==> src/hdl/primitive_list_expander_assert.svh <==
// primitive_list_expander_assert.svh
// assertion macros shared by the primitive list expander modules
// expects signals named clk and rst_n in the including scope
`ifndef PRIMITIVE_LIST_EXPANDER_ASSERT_SVH
`define PRIMITIVE_LIST_EXPANDER_ASSERT_SVH

// same-cycle implication, disabled while in reset
`define PLE_ASSERT_IMP(lbl, ante, cons) \
    lbl: assert property (@(posedge clk) disable iff (!rst_n) (ante) |-> (cons)) \
        else $error("primitive list expander check failed");

// next-cycle implication, disabled while in reset
`define PLE_ASSERT_NXT(lbl, ante, cons) \
    lbl: assert property (@(posedge clk) disable iff (!rst_n) (ante) |=> (cons)) \
        else $error("primitive list expander check failed");

`endif

==> src/hdl/ple_pkg.sv <==
// ple_pkg.sv
// shared types and constants of the primitive list expander
// no dependencies
package ple_pkg;

    // field widths
    localparam int IndexBits  = 16;
    localparam int ModeBits   = 4;
    localparam int CornerBits = 3;
    localparam int TopoBits   = 2;
    localparam int MaxResults = 6;
    localparam int CountBits  = 3;

    // job queue between front and back
    localparam int QueueDepth = 2;
    localparam int QPtrBits   = (QueueDepth > 1) ? $clog2(QueueDepth) : 1;
    localparam int QCntBits   = $clog2(QueueDepth + 1);

    // primitive modes
    localparam logic [ModeBits-1:0] MODE_TRIS    = 4'd0;
    localparam logic [ModeBits-1:0] MODE_QUADS   = 4'd1;
    localparam logic [ModeBits-1:0] MODE_QSTRIP  = 4'd2;
    localparam logic [ModeBits-1:0] MODE_FAN     = 4'd3;
    localparam logic [ModeBits-1:0] MODE_TSTRIP  = 4'd4;
    localparam logic [ModeBits-1:0] MODE_LINES   = 4'd5;
    localparam logic [ModeBits-1:0] MODE_LSTRIP  = 4'd6;
    localparam logic [ModeBits-1:0] MODE_LOOP    = 4'd7;
    localparam logic [ModeBits-1:0] MODE_POINTS  = 4'd8;

    // output topology codes
    localparam logic [TopoBits-1:0] TOPO_TRI   = 2'd0;
    localparam logic [TopoBits-1:0] TOPO_LINE  = 2'd1;
    localparam logic [TopoBits-1:0] TOPO_POINT = 2'd2;

    // last point corner code
    localparam logic [CornerBits-1:0] CORNER_LAST = 3'd6;

    typedef logic [IndexBits-1:0] index_t;

    // one expanded vertex: up to six indices emitted in order
    typedef struct packed {
        index_t [MaxResults-1:0] idx;
        logic [CountBits-1:0]    count;
        logic [TopoBits-1:0]     topology;
        logic                    is_point;
    } job_t;

    // queue status seen by front and back
    typedef struct packed {
        logic full;
        logic empty;
    } q_status_t;

endpackage

==> src/hdl/ple_vertex_if.sv <==
// ple_vertex_if.sv
// input channel: one vertex index per transfer with a batch end flag
// depends on ple_pkg
interface ple_vertex_if;
    logic                      valid;
    logic                      ready;
    logic [ple_pkg::IndexBits-1:0] vertex_index;
    logic                      batch_end;

    modport source (output valid, output vertex_index, output batch_end, input ready);
    modport sink   (input valid, input vertex_index, input batch_end, output ready);
endinterface

==> src/hdl/ple_prim_if.sv <==
// ple_prim_if.sv
// output channel: one expanded list vertex per transfer
// depends on ple_pkg
interface ple_prim_if;
    logic                           valid;
    logic                           ready;
    logic [ple_pkg::IndexBits-1:0]  out_index;
    logic [ple_pkg::CornerBits-1:0] corner;
    logic [ple_pkg::TopoBits-1:0]   topology;
    logic                           run_last;

    modport source (output valid, output out_index, output corner, output topology,
                    output run_last, input ready);
    modport sink   (input valid, input out_index, input corner, input topology,
                    input run_last, output ready);
endinterface

==> src/hdl/ple_queue.sv <==
// ple_queue.sv
// short job queue that decouples the classify front from the emit back
// depends on ple_pkg and primitive_list_expander_assert.svh
`include "primitive_list_expander_assert.svh"

module ple_queue (
    input  logic                clk,
    input  logic                rst_n,
    input  logic                push,
    input  ple_pkg::job_t       push_job,
    input  logic                pop,
    output ple_pkg::job_t       head,
    output ple_pkg::q_status_t  status
);

    ple_pkg::job_t                  entries_reg [ple_pkg::QueueDepth];
    logic [ple_pkg::QPtrBits-1:0]   wr_ptr_reg, wr_ptr_next;
    logic [ple_pkg::QPtrBits-1:0]   rd_ptr_reg, rd_ptr_next;
    logic [ple_pkg::QCntBits-1:0]   count_reg, count_next;
    logic                           do_push, do_pop;

    localparam logic [ple_pkg::QPtrBits-1:0] PtrLast = ple_pkg::QPtrBits'(ple_pkg::QueueDepth - 1);
    localparam logic [ple_pkg::QCntBits-1:0] CntFull = ple_pkg::QCntBits'(ple_pkg::QueueDepth);

    // status
    assign status.full  = (count_reg == CntFull);
    assign status.empty = (count_reg == '0);
    assign do_push      = push && !status.full;
    assign do_pop       = pop && !status.empty;
    assign head         = entries_reg[rd_ptr_reg];

    // pointer and fill count update
    always_comb
    begin
        wr_ptr_next = wr_ptr_reg;
        rd_ptr_next = rd_ptr_reg;
        count_next  = count_reg;
        if (do_push)
        begin
            wr_ptr_next = (wr_ptr_reg == PtrLast) ? '0 : wr_ptr_reg + 1'b1;
        end
        if (do_pop)
        begin
            rd_ptr_next = (rd_ptr_reg == PtrLast) ? '0 : rd_ptr_reg + 1'b1;
        end
        case ({do_push, do_pop})
            2'b10:   count_next = count_reg + 1'b1;
            2'b01:   count_next = count_reg - 1'b1;
            default: count_next = count_reg;
        endcase
    end

    always_ff @(posedge clk or negedge rst_n)
    begin
        if (!rst_n)
        begin
            wr_ptr_reg <= '0;
            rd_ptr_reg <= '0;
            count_reg  <= '0;
        end
        else
        begin
            wr_ptr_reg <= wr_ptr_next;
            rd_ptr_reg <= rd_ptr_next;
            count_reg  <= count_next;
        end
    end

    // job storage, no reset needed
    always_ff @(posedge clk)
    begin
        if (do_push)
        begin
            entries_reg[wr_ptr_reg] <= push_job;
        end
    end

    // front never offers a job to a full queue
    `PLE_ASSERT_IMP(a_no_push_full, push, !status.full)
    // back never pops an empty queue
    `PLE_ASSERT_IMP(a_no_pop_empty, pop, !status.empty)
    // fill count never passes the depth
    `PLE_ASSERT_IMP(a_count_bound, 1'b1, count_reg <= CntFull)

endmodule

==> src/hdl/ple_front.sv <==
// ple_front.sv
// front end: vertex transfer, batch tracking and job classification by mode
// depends on ple_pkg, ple_vertex_if and primitive_list_expander_assert.svh
`include "primitive_list_expander_assert.svh"

module ple_front (
    input  logic                              clk,
    input  logic                              rst_n,
    ple_vertex_if.sink                        vtx_in,
    input  logic                              cfg_we,
    input  logic [ple_pkg::ModeBits-1:0]      cfg_wdata,
    input  ple_pkg::q_status_t                q_status,
    output logic                              job_push,
    output ple_pkg::job_t                     job
);

    logic [ple_pkg::ModeBits-1:0] mode_reg;
    ple_pkg::index_t              first_reg, first_next;
    ple_pkg::index_t              r0_reg, r1_reg, r2_reg;
    // batch position kept as saturating low count plus residues mod 3 and 4
    logic [1:0]                   pos_lo_reg, pos_lo_next;
    logic [1:0]                   mod3_reg, mod3_next;
    logic [1:0]                   mod4_reg, mod4_next;
    logic                         accept;
    logic                         last;
    ple_pkg::index_t              cur;
    logic                         pos_ge1, pos_ge2, pos_ge3, pos_odd;

    assign vtx_in.ready = !q_status.full;
    assign accept       = vtx_in.valid && vtx_in.ready;
    assign cur          = vtx_in.vertex_index;
    assign last         = vtx_in.batch_end;
    assign pos_ge1      = (pos_lo_reg != 2'd0);
    assign pos_ge2      = pos_lo_reg[1];
    assign pos_ge3      = (pos_lo_reg == 2'd3);
    assign pos_odd      = mod4_reg[0];
    assign first_next   = (pos_lo_reg == 2'd0) ? cur : first_reg;

    // mode register
    always_ff @(posedge clk or negedge rst_n)
    begin
        if (!rst_n)
        begin
            mode_reg <= ple_pkg::MODE_TRIS;
        end
        else if (cfg_we)
        begin
            mode_reg <= cfg_wdata;
        end
    end

    // batch position next values
    always_comb
    begin
        if (last)
        begin
            pos_lo_next = 2'd0;
            mod3_next   = 2'd0;
            mod4_next   = 2'd0;
        end
        else
        begin
            pos_lo_next = pos_ge3 ? pos_lo_reg : pos_lo_reg + 2'd1;
            mod3_next   = (mod3_reg == 2'd2) ? 2'd0 : mod3_reg + 2'd1;
            mod4_next   = mod4_reg + 2'd1;
        end
    end

    // batch state and recent vertex history
    always_ff @(posedge clk or negedge rst_n)
    begin
        if (!rst_n)
        begin
            first_reg  <= '0;
            r0_reg     <= '0;
            r1_reg     <= '0;
            r2_reg     <= '0;
            pos_lo_reg <= 2'd0;
            mod3_reg   <= 2'd0;
            mod4_reg   <= 2'd0;
        end
        else if (accept)
        begin
            first_reg  <= first_next;
            r2_reg     <= r1_reg;
            r1_reg     <= r0_reg;
            r0_reg     <= cur;
            pos_lo_reg <= pos_lo_next;
            mod3_reg   <= mod3_next;
            mod4_reg   <= mod4_next;
        end
    end

    // classify the vertex into an emit job
    always_comb
    begin
        job = '0;
        case (mode_reg)
            ple_pkg::MODE_TRIS:
            begin
                if (mod3_reg == 2'd2)
                begin
                    job.idx[0] = r1_reg;
                    job.idx[1] = r0_reg;
                    job.idx[2] = cur;
                    job.count  = 3'd3;
                end
            end
            ple_pkg::MODE_QUADS:
            begin
                if (mod4_reg == 2'd3)
                begin
                    job.idx[0] = r2_reg;
                    job.idx[1] = r1_reg;
                    job.idx[2] = r0_reg;
                    job.idx[3] = r2_reg;
                    job.idx[4] = r0_reg;
                    job.idx[5] = cur;
                    job.count  = 3'd6;
                end
            end
            ple_pkg::MODE_QSTRIP:
            begin
                if (pos_ge3 && pos_odd)
                begin
                    job.idx[0] = r2_reg;
                    job.idx[1] = r1_reg;
                    job.idx[2] = r0_reg;
                    job.idx[3] = r0_reg;
                    job.idx[4] = r1_reg;
                    job.idx[5] = cur;
                    job.count  = 3'd6;
                end
            end
            ple_pkg::MODE_FAN:
            begin
                if (pos_ge2)
                begin
                    job.idx[0] = first_next;
                    job.idx[1] = r0_reg;
                    job.idx[2] = cur;
                    job.count  = 3'd3;
                end
            end
            ple_pkg::MODE_TSTRIP:
            begin
                // odd strip triangles swap the first two to keep winding
                if (pos_ge2)
                begin
                    job.idx[0] = pos_odd ? r0_reg : r1_reg;
                    job.idx[1] = pos_odd ? r1_reg : r0_reg;
                    job.idx[2] = cur;
                    job.count  = 3'd3;
                end
            end
            ple_pkg::MODE_LINES:
            begin
                job.topology = ple_pkg::TOPO_LINE;
                if (pos_odd)
                begin
                    job.idx[0] = r0_reg;
                    job.idx[1] = cur;
                    job.count  = 3'd2;
                end
            end
            ple_pkg::MODE_LSTRIP:
            begin
                job.topology = ple_pkg::TOPO_LINE;
                if (pos_ge1)
                begin
                    job.idx[0] = r0_reg;
                    job.idx[1] = cur;
                    job.count  = 3'd2;
                end
            end
            ple_pkg::MODE_LOOP:
            begin
                // closing segment only when the loop has three or more vertices
                job.topology = ple_pkg::TOPO_LINE;
                if (pos_ge1)
                begin
                    job.idx[0] = r0_reg;
                    job.idx[1] = cur;
                    job.count  = 3'd2;
                end
                if (last && pos_ge2)
                begin
                    job.idx[2] = cur;
                    job.idx[3] = first_next;
                    job.count  = 3'd4;
                end
            end
            ple_pkg::MODE_POINTS:
            begin
                job.topology = ple_pkg::TOPO_POINT;
                job.is_point = 1'b1;
                job.idx      = {ple_pkg::MaxResults{cur}};
                job.count    = 3'd6;
            end
            default:
            begin
                job = '0;
            end
        endcase
    end

    assign job_push = accept && (job.count != '0);

    // a batch end restarts the position tracking
    `PLE_ASSERT_NXT(a_batch_restart, accept && last,
                    pos_lo_reg == 2'd0 && mod3_reg == 2'd0 && mod4_reg == 2'd0)
    // only legal result counts reach the queue
    `PLE_ASSERT_IMP(a_job_count, job_push,
                    job.count == 3'd2 || job.count == 3'd3 || job.count == 3'd4 ||
                    job.count == 3'd6)
    // point jobs always carry six corners
    `PLE_ASSERT_IMP(a_point_six, job_push && job.is_point,
                    job.count == 3'd6 && job.topology == ple_pkg::TOPO_POINT)

endmodule

==> src/hdl/ple_back.sv <==
// ple_back.sv
// back end: walks the head job one result per cycle into the output register while the output is ready
// depends on ple_pkg, ple_prim_if and primitive_list_expander_assert.svh
`include "primitive_list_expander_assert.svh"

module ple_back (
    input  logic                clk,
    input  logic                rst_n,
    input  ple_pkg::job_t       head,
    input  ple_pkg::q_status_t  q_status,
    output logic                pop,
    ple_prim_if.source          prim_out
);

    logic [ple_pkg::CountBits-1:0]   sel_reg, sel_next;
    logic                            o_valid_reg, o_valid_next;
    ple_pkg::index_t                 o_index_reg;
    logic [ple_pkg::CornerBits-1:0]  o_corner_reg;
    logic [ple_pkg::TopoBits-1:0]    o_topo_reg;
    logic                            o_last_reg;
    logic                            load;
    logic                            at_end;

    // next result moves in when the output register is free or drains now
    assign load   = !q_status.empty && (!o_valid_reg || prim_out.ready);
    assign at_end = (sel_reg == head.count - 3'd1);
    assign pop    = load && at_end;

    always_comb
    begin
        sel_next = sel_reg;
        if (load)
        begin
            sel_next = at_end ? '0 : sel_reg + 3'd1;
        end
        o_valid_next = load ? 1'b1 : (prim_out.ready ? 1'b0 : o_valid_reg);
    end

    // control registers
    always_ff @(posedge clk or negedge rst_n)
    begin
        if (!rst_n)
        begin
            sel_reg     <= '0;
            o_valid_reg <= 1'b0;
        end
        else
        begin
            sel_reg     <= sel_next;
            o_valid_reg <= o_valid_next;
        end
    end

    // output payload register
    always_ff @(posedge clk)
    begin
        if (load)
        begin
            o_index_reg  <= head.idx[sel_reg];
            o_corner_reg <= head.is_point ? sel_reg + 3'd1 : '0;
            o_topo_reg   <= head.topology;
            o_last_reg   <= at_end;
        end
    end

    assign prim_out.valid     = o_valid_reg;
    assign prim_out.out_index = o_index_reg;
    assign prim_out.corner    = o_corner_reg;
    assign prim_out.topology  = o_topo_reg;
    assign prim_out.run_last  = o_last_reg;

    // step counter stays inside the head job
    `PLE_ASSERT_IMP(a_sel_in_job, !q_status.empty, sel_reg < head.count)
    // a point run ends on its sixth corner
    `PLE_ASSERT_IMP(a_point_end, o_valid_reg && o_last_reg && o_corner_reg != '0,
                    o_corner_reg == ple_pkg::CORNER_LAST)
    // after a job is popped the next one starts at its first entry
    `PLE_ASSERT_NXT(a_restart, pop, sel_reg == '0)

endmodule

==> src/hdl/primitive_list_expander.sv <==
// primitive_list_expander.sv
// top level: front classifier, job queue and emit back end
// depends on ple_pkg, ple_vertex_if, ple_prim_if, ple_front, ple_queue, ple_back
//
// Expands a stream of vertex indices in a legacy primitive mode into flat
// triangle, line or point-quad lists. An accepted vertex is classified
// combinationally and, if it completes primitives, becomes a job of 2, 3, 4 or
// 6 results in a two-entry queue; the back end sends one result per cycle
// through a registered output while the output is ready, so the single output
// port sets the sustained throughput. Input transfers continue while the queue
// has room, so vertices that emit nothing pass at one per cycle. The mode
// register may be written only while no results are pending.
module primitive_list_expander (
    input  logic                          clk,
    input  logic                          rst_n,
    ple_vertex_if.sink                    vtx_in,
    ple_prim_if.source                    prim_out,
    input  logic                          cfg_we,
    input  logic [ple_pkg::ModeBits-1:0]  cfg_wdata
);

    ple_pkg::job_t       push_job;
    ple_pkg::job_t       head_job;
    ple_pkg::q_status_t  q_status;
    logic                job_push;
    logic                job_pop;

    ple_front u_front (
        .clk      (clk),
        .rst_n    (rst_n),
        .vtx_in   (vtx_in),
        .cfg_we   (cfg_we),
        .cfg_wdata(cfg_wdata),
        .q_status (q_status),
        .job_push (job_push),
        .job      (push_job)
    );

    ple_queue u_queue (
        .clk     (clk),
        .rst_n   (rst_n),
        .push    (job_push),
        .push_job(push_job),
        .pop     (job_pop),
        .head    (head_job),
        .status  (q_status)
    );

    ple_back u_back (
        .clk     (clk),
        .rst_n   (rst_n),
        .head    (head_job),
        .q_status(q_status),
        .pop     (job_pop),
        .prim_out(prim_out)
    );

endmodule
==> src/flat_wrapper.sv <==
// flat-port wrapper written by rule: the top's interface ports become plain ports
module primitive_list_expander_flat 
  (clk, rst_n, cfg_we, cfg_wdata, vtx_in_valid, vtx_in_vertex_index, vtx_in_batch_end, vtx_in_ready, prim_out_valid, prim_out_out_index, prim_out_corner, prim_out_topology, prim_out_run_last, prim_out_ready);
  ple_vertex_if vtx_in_i ();
  ple_prim_if prim_out_i ();
  input  logic clk;
  input  logic rst_n;
  input  logic cfg_we;
  input  logic [ple_pkg::ModeBits-1:0] cfg_wdata;
  input wire logic [$bits(vtx_in_i.valid)-1:0] vtx_in_valid;
  input wire logic [$bits(vtx_in_i.vertex_index)-1:0] vtx_in_vertex_index;
  input wire logic [$bits(vtx_in_i.batch_end)-1:0] vtx_in_batch_end;
  output wire logic [$bits(vtx_in_i.ready)-1:0] vtx_in_ready;
  output wire logic [$bits(prim_out_i.valid)-1:0] prim_out_valid;
  output wire logic [$bits(prim_out_i.out_index)-1:0] prim_out_out_index;
  output wire logic [$bits(prim_out_i.corner)-1:0] prim_out_corner;
  output wire logic [$bits(prim_out_i.topology)-1:0] prim_out_topology;
  output wire logic [$bits(prim_out_i.run_last)-1:0] prim_out_run_last;
  input wire logic [$bits(prim_out_i.ready)-1:0] prim_out_ready;
  assign vtx_in_i.valid = vtx_in_valid;
  assign vtx_in_i.vertex_index = vtx_in_vertex_index;
  assign vtx_in_i.batch_end = vtx_in_batch_end;
  assign vtx_in_ready = vtx_in_i.ready;
  assign prim_out_valid = prim_out_i.valid;
  assign prim_out_out_index = prim_out_i.out_index;
  assign prim_out_corner = prim_out_i.corner;
  assign prim_out_topology = prim_out_i.topology;
  assign prim_out_run_last = prim_out_i.run_last;
  assign prim_out_i.ready = prim_out_ready;
  primitive_list_expander u_core (.clk(clk), .rst_n(rst_n), .vtx_in(vtx_in_i), .prim_out(prim_out_i), .cfg_we(cfg_we), .cfg_wdata(cfg_wdata));
endmodule
==> config.mk <==
export PLATFORM = sky130hd
export DESIGN_NAME = primitive_list_expander_flat
export DESIGN_NICKNAME = d
export VERILOG_FILES = /design/src/hdl/ple_pkg.sv /design/src/hdl/ple_vertex_if.sv /design/src/hdl/ple_prim_if.sv /design/src/hdl/ple_queue.sv /design/src/hdl/ple_front.sv /design/src/hdl/ple_back.sv /design/src/hdl/primitive_list_expander.sv /design/src/flat_wrapper.sv
export VERILOG_INCLUDE_DIRS = /design/src /design/src/hdl
export SDC_FILE = /design/constraint.sdc
export NUM_CORES = 1
export LEC_CHECK = 0
export BUFFER_PORTS_ARGS = -buffer_cell sky130_fd_sc_hd__clkbuf_2
export CELL_PAD_IN_SITES_DETAIL_PLACEMENT = 0
export CELL_PAD_IN_SITES_GLOBAL_PLACEMENT = 1
export CORE_ASPECT_RATIO = 1.5
export CORE_MARGIN = 2
export CORE_UTILIZATION = 30
export CTS_CLUSTER_DIAMETER = 50
export DETAILED_ROUTE_END_ITERATION = 10
export GPL_TIMING_DRIVEN = 0
export HOLD_SLACK_MARGIN = 0.12
export PLACE_DENSITY = 0.49
export SYNTH_ARGS = -nofsm -noshare
export SYNTH_HDL_FRONTEND = slang
export SYNTH_SLANG_ARGS = --single-unit
==> constraint.sdc <==
create_clock -name clk -period 8.5 [get_ports clk]
set_clock_uncertainty 0.2 [all_clocks]
set_input_delay 0.85 -clock clk [delete_from_list [all_inputs] [get_ports clk]]
set_output_delay 0.85 -clock clk [all_outputs]
set_load 0.01 [all_outputs]
# Word level (Yosys, flattened, before mapping)
# Memories as Yosys holds them, arrays and structs flattened.
# Index checks and enable logic that the tools add are counted.
# word_totals
ff_bits	104
ram_bits	204
input_bits	26
output_inout_bits	24
wordCells	98
memories	1
# mem_list
memory	depth	width	read_ports	rd_clocked_by_memory_dff	wr	line	rtl
u_core.u_queue.entries_reg	2	102	1	0	1	ple_queue.sv:16	ple_pkg::job_t entries_reg [ple_pkg::QueueDepth];
# classes
n_addsub	9
magnitude_cmp	1
n_eq_ne	16
mux	33
n_reduce_logical	21
# op_table
operator	n
$pmux W35 S9	1
$mux W99	2
$mux W51	3
$pmux W16 S7	1
$pmux W32 S3	1
$mux W35	2
$mux W16	4
$pmux W16 S4	1
$bmux W16 S3	1
$mux W32	1
$eq A4 B3 Y1 const B	4
$eq A2 B2 Y1 const B	5
$mux W2	5
$add A2 B1 Y2 const B	4
$eq A4 B2 Y1 const B	2
$logic_and A1 B1 Y1	8
$pmux W2 S2	2
$mux W1	7
$mux W3	2
$reduce_bool A2 Y1	3
$eq A4 B1 Y1 const B	1
$eq A4 B4 Y1 const B	1
$logic_not A2 Y1	2
$logic_not A4 Y1	1
other kinds (13)	16

# Depth between registers and ports, before layout
# logic_depth
ltp_word	9
mapped_depth	12
mapped_depth_nobuf	10

# Cells and area by module
# Synthesis repeated with hierarchy kept, for this count alone.
# unflattened
cells_unflattened	1019
hier_area_um2	13988.4
# modules_own_cells
mod	n_inst	cells_per_inst	area_per_inst_um2	seq_area_each_um2
ple_queue	1	335	7569.8	6226.0
ple_front	1	554	4654.5	1851.8
ple_back	1	130	1764.2	760.7

# Least setup slack after synthesis
# No wires, ideal clock.
# synth_path
path_kind	input to register
start	input vtx_in_batch_end
end	memory u_core.u_queue.entries_reg[0][0] (netlist bit), enable pin
setup_time_ns	0.564
arrival_ns	5.893
t_required_ns	7.736
setup_slack_ns	1.843
cell_stages	5
n_path_buf	1
cell_sequence	and3_1 -> clkbuf_1 -> nor4_1 -> a41o_1 -> nor2_1
# synth_between
elab_chain_len	8
# synth_rtl
element	line	rtl
start: declaration	flat_wrapper.sv:12	input wire logic [$bits(vtx_in_i.batch_end)-1:0] vtx_in_batch_end;
$logic_and A1 B1 Y1	ple_front.sv:186	if (last && pos_ge2)
$mux W3	ple_front.sv:186	
$pmux W35 S9	ple_front.sv:98	case (mode_reg)
$reduce_bool A3 Y1	ple_front.sv:207	assign job_push = accept && (job.count != '0);
$logic_and A1 B1 Y1	ple_front.sv:207	
$logic_and A1 B1 Y1	ple_queue.sv:28	assign do_push = push && !status.full;
$mux W1	ple_queue.sv:72	if (do_push)
$mux W1 (implied by the code)	ple_queue.sv:74	entries_reg[wr_ptr_reg] <= push_job;
end: declaration	ple_queue.sv:16	
# No other way between the ends.

# Worst setup path after layout
# layout_path
start	register u_core.u_front.pos_lo_reg[1]
end	memory u_core.u_queue.entries_reg[0][89] (netlist bit), enable pin
# layout_between
elab_chain_len	9
elab_cells_between_ends	15
classes_between	eq/ne: 1; mux: 8; reduce/logical: 6
# layout_rtl
element	line	rtl
start: declaration	ple_front.sv:21	logic [1:0] pos_lo_reg, pos_lo_next;
start signal: assignment	ple_front.sv:88	pos_lo_reg <= pos_lo_next;
$reduce_bool A2 Y1 / $eq A2 B2 Y1 (equally long branches)	ple_front.sv:33, ple_front.sv:35	
$mux W35 / $logic_and A1 B1 Y1 (equally long branches)	ple_front.sv:169, ple_front.sv:180, ple_front.sv:124	
$mux W3 / $mux W99 (equally long branches)	ple_front.sv:186, ple_front.sv:124	
$pmux W35 S9 *	ple_front.sv:98	
$reduce_bool A3 Y1 *	ple_front.sv:207	
$logic_and A1 B1 Y1 *	ple_front.sv:207	
$logic_and A1 B1 Y1 *	ple_queue.sv:28	
$mux W1 *	ple_queue.sv:72	
$mux W1 (implied by the code) *	ple_queue.sv:74	
# Every way passes the cells marked *; elsewhere a longest branch is shown, timed or not.

==> run_summary.xml <==
<?xml version="1.0" encoding="UTF-8"?>
<metrics>
  <group name="power">
    <metric name="ir_drop" unit="mV">0.1935</metric>
    <metric name="power.share.switching" unit="%">31.50</metric>
    <metric name="switchingPower" unit="mW">1.670</metric>
    <metric name="cellPowerDensity" unit="mW/mm²">332.4</metric>
    <metric name="share_of_power_burned_in_combinational_logic" unit="%">27.5</metric>
    <metric name="p_clk_share" unit="%">29.8</metric>
    <metric name="power_leakage" unit="nW">5.869</metric>
    <metric name="power.total" unit="mW">5.302</metric>
    <metric name="sequentialPowerShare" unit="%">42.6</metric>
    <metric name="intPower" unit="mW">3.632</metric>
  </group>
  <group name="final_layout">
    <metric name="num-fill-cells" unit="">4357</metric>
    <metric name="nNetsFinal" unit="">1002</metric>
    <metric name="mostFrequentLayoutCell" unit="">sky130_fd_sc_hd__edfxtp_1</metric>
    <metric name="instances_no_fill" unit="">1581</metric>
    <metric name="layout-area-overhead-vs-synth" unit="%">17.50</metric>
    <metric name="layout.cells.most_common_list" unit="">226 x sky130_fd_sc_hd__edfxtp_1, 84 x sky130_fd_sc_hd__mux2_2, 82 x sky130_fd_sc_hd__dfrtp_1</metric>
    <metric name="n_antenna_cell" unit="">0</metric>
    <metric name="max_reg_flops" unit="">204</metric>
    <metric name="drive_above_1_share" unit="%">26.63</metric>
  </group>
  <group name="drt">
    <metric name="routed-wl-met2" unit="µm">17900</metric>
    <metric name="routedWlPerCell" unit="µm">22.78</metric>
    <metric name="postRouteAntennaNets" unit="">0</metric>
    <metric name="drt_first_iter_violations" unit="">652</metric>
    <metric name="dr.pass1.iters" unit="">7</metric>
    <metric name="detailroute.wirelength.met3" unit="µm">1448</metric>
    <metric name="dr_total_vias" unit="">7960</metric>
    <metric name="routed_via_density" unit="">5.035</metric>
    <metric name="drcViolationCount" unit="">0</metric>
    <metric name="wl_met1" unit="µm">15550</metric>
    <metric name="routed.top_layer" unit="">met4</metric>
    <metric name="wl" unit="µm">36010</metric>
  </group>
  <group name="timing">
    <metric name="tightestPinTransition" unit="ns">1.164</metric>
    <metric name="setup_tns" unit="ns">0</metric>
    <metric name="grt_setup_unrepaired" unit="">false</metric>
    <metric name="fmax" unit="GHz">0.2478</metric>
    <metric name="setup_viol_count_final" unit="">0</metric>
    <metric name="whs" unit="ns">0.2931</metric>
    <metric name="min_period" unit="ns">4.035</metric>
    <metric name="finalHoldViolations" unit="">0</metric>
    <metric name="maxSlewViolCount" unit="">0</metric>
    <metric name="final.period_utilization" unit="%">47.47</metric>
    <metric name="slew_headroom" unit="%">21.61</metric>
  </group>
  <group name="run_status">
    <metric name="outcome" unit="">finished, final reports clean</metric>
  </group>
  <group name="synthesis">
    <metric name="ys.warnings.count" unit="">0</metric>
    <metric name="synth.yosys.seq_area_share" unit="%">65.11</metric>
    <metric name="synth.largest_area_cell" unit="">sky130_fd_sc_hd__edfxtp_1</metric>
    <metric name="ys_top_cells_by_area" unit="">sky130_fd_sc_hd__edfxtp_1 50%, sky130_fd_sc_hd__dfrtp_1 15%, sky130_fd_sc_hd__mux4_2 8.0%</metric>
    <metric name="post_synth.cell_area_avg" unit="µm²">15.53</metric>
    <metric name="syn-cell-area" unit="mm²">0.01358</metric>
    <metric name="yosys.area.top_type_share" unit="%">49.99</metric>
    <metric name="synthFlopType" unit="">sky130_fd_sc_hd__edfxtp_1</metric>
    <metric name="asyncSetResetFlopFracSynth" unit="%">26.62</metric>
    <metric name="synth_seq_cells" unit="">308</metric>
    <metric name="number_of_flops_mapped_to_enable_cells_by_yosys" unit="">226</metric>
    <metric name="yosysUniqueCellTypes" unit="">48</metric>
    <metric name="postSynthNetCount" unit="">906</metric>
    <metric name="netlist_instances" unit="">874</metric>
  </group>
  <group name="place">
    <metric name="detailedPlacementHpwl" unit="µm">26450</metric>
    <metric name="portBuffers" unit="">49</metric>
    <metric name="gp_congestion" unit="">0.7960</metric>
    <metric name="placed_cells" unit="">1512</metric>
  </group>
  <group name="job">
    <metric name="max-cap-violations" unit="">0</metric>
  </group>
  <group name="clocking">
    <metric name="cts_root_buffer" unit="">sky130_fd_sc_hd__clkbuf_16</metric>
    <metric name="worst_skew_pair.late_latency" unit="ns">0.53</metric>
    <metric name="cts_tree" unit="">built</metric>
    <metric name="worst_setup_hold_path_clk_slew" unit="ns">0.06</metric>
    <metric name="cts_buffers" unit="">37</metric>
    <metric name="buffers_from_clock_root_to_sink_at_most" unit="">3</metric>
    <metric name="cts_htree_levels" unit="">2</metric>
    <metric name="post_cts_resize_count" unit="">0</metric>
    <metric name="clock_sinks" unit="">308</metric>
  </group>
  <group name="global_route">
    <metric name="grt-ovfl-total" unit="">0</metric>
    <metric name="grt_antenna_before_repair" unit="">0</metric>
    <metric name="grt_pass1_wl" unit="µm">53520</metric>
    <metric name="grt_max_degree" unit="">58</metric>
    <metric name="grt_usage" unit="%">15.46</metric>
    <metric name="number_of_global_route_vias_before_repair" unit="">8244</metric>
  </group>
  <group name="setup_path">
    <metric name="setup.worst_path.start_class" unit="">flop</metric>
    <metric name="timing.critical_path.required" unit="ns">8.52</metric>
    <metric name="arrival" unit="ns">4.06</metric>
    <metric name="crit_fanout" unit="">30</metric>
    <metric name="critical_path_class" unit="">flop to flop</metric>
    <metric name="crit_path_end_kind" unit="">flop</metric>
  </group>
  <group name="die">
    <metric name="die-area" unit="mm²">0.04700</metric>
    <metric name="die_width" unit="µm">177.7</metric>
    <metric name="core_area" unit="mm²">0.04469</metric>
    <metric name="design.portCount" unit="">50</metric>
    <metric name="floorplan.initialDensity" unit="%">30.38</metric>
    <metric name="die_h" unit="µm">264.5</metric>
    <metric name="fp-row-count" unit="">95</metric>
  </group>
  <group name="hold_path">
    <metric name="worstHoldPathType" unit="">flop to flop</metric>
  </group>
</metrics>
-- layer usage --
layer	vias to the layer above	track usage, %
met5	-	0
met4	0	5.649
met3	59	2.352
met2	223	25.49
met1	4020	20.55
li1	3658	-
-- stage by stage --
stage                     setup slack [ns]  utilization (%)  cell area (µm²)
after floorplan                      1.843                -            13580
after global placement              -1.620            32.55            14550
after detailed placement             4.473            32.92            14710
after CTS                            4.461            35.69            15950
after global routing                 4.240            35.69            15950
final                                4.465            35.69            15950
-- cells in the mapped netlist, types with 2 or more instances --
cell type,count
sky130_fd_sc_hd__a21o_1,3
sky130_fd_sc_hd__a21oi_1,8
sky130_fd_sc_hd__a221o_1,16
sky130_fd_sc_hd__a222oi_1,17
sky130_fd_sc_hd__a22o_1,17
sky130_fd_sc_hd__a22oi_1,46
sky130_fd_sc_hd__a31oi_1,2
sky130_fd_sc_hd__and2_1,33
sky130_fd_sc_hd__and3_1,3
sky130_fd_sc_hd__and3b_1,3
sky130_fd_sc_hd__buf_1,8
sky130_fd_sc_hd__buf_2,13
sky130_fd_sc_hd__buf_6,2
sky130_fd_sc_hd__clkbuf_1,34
sky130_fd_sc_hd__dfrtp_1,82
sky130_fd_sc_hd__edfxtp_1,226
sky130_fd_sc_hd__ha_1,6
sky130_fd_sc_hd__inv_1,24
sky130_fd_sc_hd__mux2_2,84
sky130_fd_sc_hd__mux2i_1,20
sky130_fd_sc_hd__mux4_2,48
sky130_fd_sc_hd__nand2_1,76
sky130_fd_sc_hd__nand2b_1,7
sky130_fd_sc_hd__nand3_1,18
sky130_fd_sc_hd__nor2_1,9
sky130_fd_sc_hd__nor2b_1,6
sky130_fd_sc_hd__nor3_1,5
sky130_fd_sc_hd__nor3b_1,2
sky130_fd_sc_hd__nor4b_1,3
sky130_fd_sc_hd__o21ai_0,10
sky130_fd_sc_hd__o21bai_1,2
sky130_fd_sc_hd__o22ai_1,17
sky130_fd_sc_hd__xnor2_1,6
sky130_fd_sc_hd__xor2_1,4
-- power by group through the flow --
| stage | Clock (mW) | Combinational, mW | Sequential (mW) |
|---|---|---|---|
| 2_1_floorplan | 0 | 1.02 | 2.24 |
| 3_3_place_gp | 0 | 1.46 | 2.30 |
| 3_5_place_dp | 0 | 1.50 | 2.28 |
| 4_1_cts | 1.63 | 1.50 | 2.25 |
| 5_1_grt | 1.69 | 1.60 | 2.30 |
| 6_report | 1.58 | 1.46 | 2.26 |
-- worst paths after layout --
kind / to / from / slack [ns] / cells after the start
setup / recovery: u_core.u_queue.entries_reg[0][89]$_DFFE_PP_ / u_core.u_front.pos_lo_reg[1]$_DFFE_PN0P_ / 4.46 / 10
hold reg to reg: u_core.u_front.mod4_reg[1]$_DFFE_PN0P_ / u_core.u_front.mod4_reg[1]$_DFFE_PN0P_ / 0.29 / 2
min in group asynchronous: u_core.u_front.r0_reg[2]$_DFFE_PN0P_ / rst_n / 0.62 / 2
setup reg to reg: u_core.u_queue.entries_reg[0][89]$_DFFE_PP_ / u_core.u_front.pos_lo_reg[1]$_DFFE_PN0P_ / 4.46 / 10
max in group asynchronous: u_core.u_front.r1_reg[13]$_DFFE_PN0P_ / rst_n / 6.81 / 3
hold / removal: u_core.u_front.mod4_reg[1]$_DFFE_PN0P_ / u_core.u_front.mod4_reg[1]$_DFFE_PN0P_ / 0.29 / 2
-- logic make-up (layout without fill, tap and decap cells) --
logic type,Yosys count,in the layout,share of synthesized area (%)
xor gates and xnor gates,10,10,0.6451
AOI/OAI and AO/OA,144,144,8.378
muxes,152,152,16.41
DFF,308,308,65.11
adders and majority gates,6,6,0.5530
buffers and inverters,82,207,2.507
and+or+nand+nor,172,172,6.406
-- final cells by class --
class                   count  area [µm²]  area share (%)
plain buffers              58       250.2           1.569
repair buffers             57       405.4           2.541
inverters                  24       90.09          0.5648
clock inverters            23       229.0           1.435
clock buffers              45       998.5           6.259
well taps                 582       728.2           4.565
multi-input cells         484        4412           27.66
flip-flops and latches    308        8838           55.41
-- worst max-delay path: stages (launching register included) --
cell and delay, ns:
sky130_fd_sc_hd__dfrtp_1 0.34, sky130_fd_sc_hd__clkbuf_1 0.40, sky130_fd_sc_hd__inv_1 0.12, sky130_fd_sc_hd__ha_1 0.25, sky130_fd_sc_hd__clkbuf_1 0.42, sky130_fd_sc_hd__o2bb2ai_1 0.35, sky130_fd_sc_hd__nand2_1 0.13, sky130_fd_sc_hd__a41o_1 0.38
sky130_fd_sc_hd__nor2_4 0.58, sky130_fd_sc_hd__buf_12 0.27, sky130_fd_sc_hd__buf_12 0.23
-- what timing repair did --
item                                   4_1_cts  5_1_grt
hold buffers                                 1        0
endpoints found under the hold margin       25        0
buffers inserted                             0        0
Note: power is estimated with default switching activity, not from simulation.
